File: src/sv/qps_pkg.sv
// Shared types and constants for the quadrature position and speed block.
// No dependencies; every other file imports this package.
package qps_pkg;

    localparam int TIME_WIDTH = 24;
    localparam int ELAPSED_W  = 24;
    localparam int EFF_TIME_W = (TIME_WIDTH < ELAPSED_W) ? TIME_WIDTH : ELAPSED_W;
    localparam int PPR_W      = 16;
    localparam int POS_W      = 32;
    localparam int K_W        = 26;
    localparam logic [K_W-1:0] US_PER_MIN = K_W'(60000000);
    localparam int PROD_W     = POS_W + K_W;
    localparam int DEN_W      = PPR_W + EFF_TIME_W;
    localparam int REM_W      = DEN_W + 1;
    localparam int CNT_W      = $clog2(PROD_W);
    localparam logic [PPR_W-1:0] PPR_RESET = PPR_W'(20);

    typedef enum logic [1:0] {
        OP_EDGE_A = 2'd0,
        OP_EDGE_B = 2'd1,
        OP_SPEED  = 2'd2,
        OP_ZERO   = 2'd3
    } t_op;

    typedef struct packed {
        logic accept;    // take the input item
        logic mul;       // form magnitude product and divisor
        logic div_step;  // one restoring division step
        logic finish;    // write speed and clip flag
    } t_dp_cmd;

    typedef struct packed {
        logic denom_zero;
    } t_dp_sts;

endpackage

File: src/sv/qps_datapath.sv
// Datapath: position counters, speed multiplier, bit-serial divider, result state.
// Depends on qps_pkg; driven by qps_ctrl through t_dp_cmd.
module qps_datapath import qps_pkg::*; (
    input  logic                  i_clk,
    input  logic                  i_rst_n,
    input  t_dp_cmd               i_cmd,
    output t_dp_sts               o_sts,
    input  t_op                   i_op,
    input  logic                  i_level_a,
    input  logic                  i_level_b,
    input  logic [ELAPSED_W-1:0]  i_elapsed_us,
    input  logic                  i_cfg_we,
    input  logic [PPR_W-1:0]      i_cfg_data,
    output logic [POS_W-1:0]      o_position,
    output logic [POS_W-1:0]      o_speed_rpm,
    output logic                  o_speed_saturated
);

    logic [PPR_W-1:0]      r_ppr;
    logic [POS_W-1:0]      r_pulse, n_pulse;
    logic [POS_W-1:0]      r_last;
    logic [POS_W-1:0]      r_diff;
    logic [EFF_TIME_W-1:0] r_elapsed;
    logic                  r_neg;
    logic [PROD_W-1:0]     r_dvd;
    logic [DEN_W-1:0]      r_den;
    logic [REM_W-1:0]      r_rem;
    logic [POS_W-1:0]      r_speed;
    logic                  r_clip;

    logic [POS_W-1:0]      mag;
    logic [REM_W-1:0]      rem_sh;
    logic                  fits;
    logic                  sat_pos;
    logic                  sat_neg;

    always_comb begin
        unique case (i_op)
            OP_EDGE_A: n_pulse = (i_level_a == i_level_b) ? r_pulse + 1'b1 : r_pulse - 1'b1;
            OP_EDGE_B: n_pulse = (i_level_a != i_level_b) ? r_pulse + 1'b1 : r_pulse - 1'b1;
            OP_ZERO:   n_pulse = '0;
            default:   n_pulse = r_pulse;
        endcase
    end

    // The most negative difference negates to itself, which is the wanted magnitude.
    assign mag    = r_diff[POS_W-1] ? (~r_diff + 1'b1) : r_diff;
    assign rem_sh = {r_rem[DEN_W-1:0], r_dvd[PROD_W-1]};
    assign fits   = rem_sh >= {1'b0, r_den};

    assign sat_pos = |r_dvd[PROD_W-1:POS_W-1];
    assign sat_neg = (|r_dvd[PROD_W-1:POS_W]) ||
                     (r_dvd[POS_W-1] && (|r_dvd[POS_W-2:0]));

    always_ff @(posedge i_clk) begin
        if (!i_rst_n) begin
            r_ppr   <= PPR_RESET;
            r_pulse <= '0;
            r_last  <= '0;
            r_speed <= '0;
            r_clip  <= 1'b0;
        end else begin
            if (i_cfg_we) begin
                r_ppr <= i_cfg_data;
            end
            if (i_cmd.accept) begin
                r_pulse <= n_pulse;
                if (i_op == OP_SPEED) begin
                    r_last <= r_pulse;
                end else if (i_op == OP_ZERO) begin
                    r_last <= '0;
                end
            end
            if (i_cmd.finish) begin
                if (r_den == '0) begin
                    r_speed <= '0;
                    r_clip  <= 1'b0;
                end else if (!r_neg) begin
                    r_speed <= sat_pos ? {1'b0, {(POS_W-1){1'b1}}} : r_dvd[POS_W-1:0];
                    r_clip  <= sat_pos;
                end else begin
                    r_speed <= sat_neg ? {1'b1, {(POS_W-1){1'b0}}}
                                       : (~r_dvd[POS_W-1:0] + 1'b1);
                    r_clip  <= sat_neg;
                end
            end
        end
    end

    // Operand and divider registers carry no control meaning and need no reset.
    always_ff @(posedge i_clk) begin
        if (i_cmd.accept) begin
            r_diff    <= r_pulse - r_last;
            r_elapsed <= i_elapsed_us[EFF_TIME_W-1:0];
        end
        if (i_cmd.mul) begin
            r_neg <= r_diff[POS_W-1];
            r_dvd <= PROD_W'(mag) * PROD_W'(US_PER_MIN);
            r_den <= DEN_W'(r_ppr) * DEN_W'(r_elapsed);
            r_rem <= '0;
        end else if (i_cmd.div_step) begin
            r_rem <= fits ? (rem_sh - {1'b0, r_den}) : rem_sh;
            r_dvd <= {r_dvd[PROD_W-2:0], fits};
        end
    end

    assign o_sts.denom_zero  = (r_den == '0);
    assign o_position        = r_pulse;
    assign o_speed_rpm       = r_speed;
    assign o_speed_saturated = r_clip;

endmodule

File: src/sv/qps_ctrl.sv
// Controller: sequences one item at a time and owns the result valid flag.
// Depends on qps_pkg; commands qps_datapath through t_dp_cmd.
module qps_ctrl import qps_pkg::*; (
    input  logic    i_clk,
    input  logic    i_rst_n,
    input  logic    i_in_valid,
    output logic    o_in_ready,
    input  t_op     i_op,
    output logic    o_out_valid,
    input  logic    i_out_ready,
    output t_dp_cmd o_cmd,
    input  t_dp_sts i_sts
);

    typedef enum logic [1:0] {
        S_IDLE,
        S_MUL,
        S_DIV,
        S_DONE
    } t_state;

    t_state           r_state;
    logic [CNT_W-1:0] r_cnt;
    logic             r_out_valid;
    logic             out_free;
    logic             last_step;
    logic             set_valid;

    // The result slot is free when empty or being taken at this edge.
    assign out_free  = !r_out_valid || i_out_ready;
    assign last_step = (r_cnt == CNT_W'(PROD_W - 1));

    assign o_in_ready      = (r_state == S_IDLE) && out_free;
    assign o_cmd.accept    = i_in_valid && o_in_ready;
    assign o_cmd.mul       = (r_state == S_MUL);
    assign o_cmd.div_step  = (r_state == S_DIV) && !i_sts.denom_zero;
    assign o_cmd.finish    = (r_state == S_DONE) && out_free;
    assign o_out_valid     = r_out_valid;

    // A new result appears after an edge or position-reset item or after the speed write-back.
    assign set_valid = (o_cmd.accept && (i_op != OP_SPEED)) || o_cmd.finish;

    always_ff @(posedge i_clk) begin
        if (!i_rst_n) begin
            r_state     <= S_IDLE;
            r_cnt       <= '0;
            r_out_valid <= 1'b0;
        end else begin
            if (set_valid) begin
                r_out_valid <= 1'b1;
            end else if (r_out_valid && i_out_ready) begin
                r_out_valid <= 1'b0;
            end
            unique case (r_state)
                S_IDLE: begin
                    if (o_cmd.accept && (i_op == OP_SPEED)) begin
                        r_state <= S_MUL;
                    end
                end
                S_MUL: begin
                    r_cnt   <= '0;
                    r_state <= S_DIV;
                end
                S_DIV: begin
                    if (i_sts.denom_zero || last_step) begin
                        r_state <= S_DONE;
                    end else begin
                        r_cnt <= r_cnt + 1'b1;
                    end
                end
                S_DONE: begin
                    if (out_free) begin
                        r_state <= S_IDLE;
                    end
                end
                default: r_state <= S_IDLE;
            endcase
        end
    end

endmodule

File: src/sv/quadrature_position_and_speed.sv
// Top level of the quadrature position and speed block.
// Depends on qps_pkg, qps_ctrl and qps_datapath.
//
//  Channel  Ports            Carries
//  input    s_axis_*         operation (tuser), level_a, level_b, elapsed_us (tdata)
//  output   m_axis_*         position, speed_rpm, speed_saturated (tdata)
//  config   *_cfg_*          pulses_per_rev
//
// Edge and position-reset items finish when accepted; their result is valid the next cycle.
// A speed update runs an operand step, a multiply step, one bit-serial divider step per
// bit of the 58-bit dividend (a single pass with no step instead when the divisor is zero),
// and a write-back step, which waits while an unread result occupies the slot.
// Reset is synchronous and active low; it clears counts and speed and sets
// pulses per revolution to 20.
// Input is refused while a speed update runs or while an unread result blocks the slot.
module quadrature_position_and_speed import qps_pkg::*; (
    input  logic                  i_clk,
    input  logic                  i_rst_n,
    input  logic                  s_axis_tvalid,
    output logic                  s_axis_tready,
    input  logic [31:0]           s_axis_tdata,  // level_a, level_b, elapsed_us[23:0], zero pad
    input  logic [1:0]            s_axis_tuser,  // operation
    output logic                  m_axis_tvalid,
    input  logic                  m_axis_tready,
    output logic [71:0]           m_axis_tdata,  // position, speed_rpm, speed_saturated, pad
    input  logic                  i_cfg_valid,
    output logic                  o_cfg_ready,
    input  logic [PPR_W-1:0]      i_cfg_data
);

    t_dp_cmd          cmd;
    t_dp_sts          sts;
    t_op              op;
    logic [POS_W-1:0] position;
    logic [POS_W-1:0] speed_rpm;
    logic             speed_saturated;

    assign op          = t_op'(s_axis_tuser);
    assign o_cfg_ready = 1'b1;

    qps_ctrl u_ctrl (
        .i_clk       (i_clk),
        .i_rst_n     (i_rst_n),
        .i_in_valid  (s_axis_tvalid),
        .o_in_ready  (s_axis_tready),
        .i_op        (op),
        .o_out_valid (m_axis_tvalid),
        .i_out_ready (m_axis_tready),
        .o_cmd       (cmd),
        .i_sts       (sts)
    );

    qps_datapath u_datapath (
        .i_clk             (i_clk),
        .i_rst_n           (i_rst_n),
        .i_cmd             (cmd),
        .o_sts             (sts),
        .i_op              (op),
        .i_level_a         (s_axis_tdata[0]),
        .i_level_b         (s_axis_tdata[1]),
        .i_elapsed_us      (s_axis_tdata[ELAPSED_W+1:2]),
        .i_cfg_we          (i_cfg_valid && o_cfg_ready),
        .i_cfg_data        (i_cfg_data),
        .o_position        (position),
        .o_speed_rpm       (speed_rpm),
        .o_speed_saturated (speed_saturated)
    );

    assign m_axis_tdata = {7'b0, speed_saturated, speed_rpm, position};

`ifndef SYNTHESIS
    // A new item never changes state that an unread result still shows.
    a_accept_slot_free: assert property (@(posedge i_clk) disable iff (!i_rst_n)
        cmd.accept |-> (!m_axis_tvalid || m_axis_tready))
        else $error("item accepted while result slot occupied");

    a_finish_slot_free: assert property (@(posedge i_clk) disable iff (!i_rst_n)
        cmd.finish |-> (!m_axis_tvalid || m_axis_tready))
        else $error("speed written while result slot occupied");

    a_finish_shows: assert property (@(posedge i_clk) disable iff (!i_rst_n)
        cmd.finish |=> m_axis_tvalid)
        else $error("speed update produced no result");

    a_busy_no_ready: assert property (@(posedge i_clk) disable iff (!i_rst_n)
        (cmd.mul || cmd.div_step) |-> !s_axis_tready)
        else $error("input ready during speed computation");
`endif

endmodule

File: config.mk
export PLATFORM = sky130hd
export DESIGN_NAME = quadrature_position_and_speed
export DESIGN_NICKNAME = d
export VERILOG_FILES = /design/src/sv/qps_pkg.sv /design/src/sv/qps_datapath.sv /design/src/sv/qps_ctrl.sv /design/src/sv/quadrature_position_and_speed.sv
export SDC_FILE = /design/constraint.sdc
export NUM_CORES = 2
export LEC_CHECK = 0
export BUFFER_PORTS_ARGS = -buffer_cell sky130_fd_sc_hd__clkbuf_2
export CELL_PAD_IN_SITES_DETAIL_PLACEMENT = 1
export CELL_PAD_IN_SITES_GLOBAL_PLACEMENT = 2
export CORE_MARGIN = 1.5
export CORE_UTILIZATION = 41
export CTS_CLUSTER_SIZE = 24
export DETAILED_ROUTE_END_ITERATION = 8
export GPL_ROUTABILITY_DRIVEN = 0
export MAX_ROUTING_LAYER = met4
export PLACE_DENSITY_LB_ADDON = 0.12
export SLEW_MARGIN = 20
export SYNTH_ARGS = -nofsm -noshare
export SYNTH_HDL_FRONTEND = slang
export SYNTH_SLANG_ARGS = --single-unit
File: constraint.sdc
create_clock -name i_clk -period 10.75 [get_ports i_clk]
set_input_delay 1.075 -clock i_clk [delete_from_list [all_inputs] [get_ports i_clk]]
set_output_delay 1.075 -clock i_clk [all_outputs]
set_load 0.01 [all_outputs]
==> flow_summary.ini <==
[sta]
finalSetupViolCount = 0
tightest_slew_ps = 1110
relSlewSlack_pct = 25.8
hold_violations = 0
period_share_pct = 86.1
finClkSkew_ps = 29.6
max_freq_ghz = 0.108
rsz0062_at_grt = no
period_needed_ps = 9250
final-max-slew-violation-count = 0
fin_tns_setup_ps = 0

[cts]
cts_buffers = 41
cts_tree = built
cts_hold_buffers = 0
clock_path_buffers = 3
cts_resized = 0
clkTransAtPathRegs_ps = 60
htreeDepth = 2
clock_sinks = 317
insertion_delay_ps = 610
post-cts-setup-buffers = 0
clock-root-buffer = clkbuf_16

[synthesis]
synth.most_common_cell = inv_1
synth-edff-count = 147
synth_area_mm2 = 0.0402
synthAdderAreaFrac_pct = 37.2
synth_area_leader_cell = fa_1
async_flop_share_pct = 0
yosys.area_share.simple_pct = 16.5
synthTopCellsByCount = 664 x inv_1, 634 x nand2_1, 482 x fa_1, 424 x ha_1, 276 x a21oi_1
yosysWarningCount = 0
ys_seq_elements = 317
synth_mux_area_share_pct = 0.504
yosysTopAreaCellShare_pct = 24.0
synth_top_flop_cell = dfxtp_1
avgSynthCellArea_um2 = 8.70
yosys-top-cells-area = fa_1 24%, ha_1 13%, edfxtp_1 11%
synth_xor_area_share_pct = 4.53
synthCells = 4623
synth_cell_type_count = 81
synth_compound_area_share_pct = 13.5
ys_seq_area_share_pct = 19.4
synth_top_family_by_area = adder cells

[worst_setup_path]
critical_path_buf_inv_count = 4
start_kind = flop
cp_slowest_stage_delay_ps = 680
endpoint_kind = flop
cpMostUsedCell = fa_1
crit_required_ps = 11090
slowest_stage = a221oi_1
crit_family = adder cells
path_class = flop to flop
worstPathMaxFanout = 8
arrival_ps = 9590

[drt]
ant_nets = 0
wl_mm = 117
vias = 31753
avgRoutedWirePerCell_um = 19.8
dr.pass1.iters = 7
drcViolationCount = 0
drt_iter0_markers = 1566
vias_per_cell = 5.36

[global_routing]
gr-total-overflow = 0
grt_use_total_pct = 24.5
grt_max_degree = 162
antenna_found_initial = 1
grt_pass1_wl_mm = 188
grt_pass1_vias = 33259

[finish]
finalNetCount = 5574
antenna_cells = 0
drive_above_1_share_pct = 5.66
syn_to_final_growth_pct = 7.79

[floorplanning]
pin_count = 130
dieWidth_um = 316
num_rows = 114
die-area_mm2 = 0.0999
chipHeight_um = 316
start_util_pct = 41.5
core_mm2 = 0.0970

[status]
status = finished, final reports clean

[place]
hpwl_mm = 91.4
port_buffers = 115

[run]
cap_violations = 0

[hold_path]
min_path_type = flop to flop
[worst paths after layout]
kind                                end                  startpoint  depth (start not counted)  slack (ps)
max                u_datapath.r_dvd[56]        u_datapath.r_diff[0]                         27        1500
min          u_datapath.o_speed_rpm[30]  u_datapath.o_speed_rpm[30]                          2         450
max reg2reg        u_datapath.r_dvd[56]        u_datapath.r_diff[0]                         27        1500
min reg2reg  u_datapath.o_speed_rpm[30]  u_datapath.o_speed_rpm[30]                          2         450
[state kept, by name, summed over array words and instances (netlist names)]
signal,flops
u_datapath.r_ppr,16
u_datapath.o_speed_saturated,1
u_ctrl.r_state,2
u_datapath.r_den,40
u_datapath.r_diff,32
u_datapath.r_elapsed,24
u_datapath.r_neg,1
u_ctrl.o_out_valid,1
u_datapath.o_position,32
u_datapath.o_speed_rpm,32
u_datapath.r_last,32
u_datapath.r_dvd,58
u_datapath.r_rem,40
u_ctrl.r_cnt,6
[worst reg2reg max path, cell delays in order, from the launching register on]
cell	delay, ps
edfxtp_1	570
or3_1	450
or4_4	450
or2_4	260
or4_4	490
or3_4	390
and2_1	170
xor2_1	470
inv_1	230
fa_1	550
inv_1	80
fa_1	500
inv_1	50
fa_1	500
fa_1	550
inv_1	50
fa_1	470
ha_1	310
ha_1	410
a21oi_1	230
o21ai_0	260
a221oi_1	680
o21a_1	210
o21ai_0	70
a21oi_1	160
o41ai_1	100
xnor2_1	200
o22ai_1	110
[cell usage in the layout (no fill, tap or decap), types with 16 or more instances in the layout]
cell type,instances
nor2b_1,23
buf_4,40
a31oi_1,35
and2_1,157
inv_1,663
nand3_1,58
or2_2,17
a21o_1,77
nor3_1,73
nor3b_1,34
o21ai_0,221
clkbuf_2,115
or3_1,19
ha_1,423
mux2i_1,18
edfxtp_1,147
a311oi_1,28
xor2_1,86
clkbuf_16,41
xnor2_1,122
nand2b_1,17
and3_1,34
o22ai_1,40
o21a_1,27
nor4_1,36
a211oi_1,23
nor2_1,240
dfxtp_1,168
nand4_1,38
o21bai_1,16
fa_1,482
nand2_1,632
a21oi_1,272
[area by class of cell]
type,instances,area (um2)
multi-input cells,3432,29100
well taps,1276,1600
repair buffers,156,896
clock inverters,26,315
flip-flops and latches,317,7820
fillers,11431,53700
clock buffers,50,1080
inverters,665,2500
[metal layers]
metal	global-route usage, %	part of all wire, %	wire, um	up-vias
met1	36.3	52	61000	15874
met2	36.1	43	50300	463
met4	4.33	1.4	1650	0
met3	2.86	3.7	4320	92
li1	-	-	-	15324
met5	-	0	0	-
[per-stage QoR]
stage	setup slack (ps)	area, um2	cells	hold WS (ps)	util, %
after floorplan	2560	40200	4629	426	-
after global placement	1540	41900	5846	435	43.2
after detailed placement	1480	41900	5846	443	43.2
after CTS	1480	43300	5922	457	44.7
after global routing	925	43300	5922	483	44.7
final	1500	43300	5922	449	44.7
[logic make-up (layout without fill, tap and decap cells)]
family | count (synthesis) | after routing
other | 2 | 8
flip-flops | 317 | 317
buffers and inverters | 880 | 897
XOR/XNOR | 208 | 208
AND/OR/NAND/NOR | 1416 | 1416
AO/OA/AOI/OAI | 875 | 875
multiplexers | 19 | 19
adder cells (fa/ha/maj) | 906 | 906
Power is not shown: default switching activity piles up to over one toggle a cycle in this logic, so the estimate is an artifact.
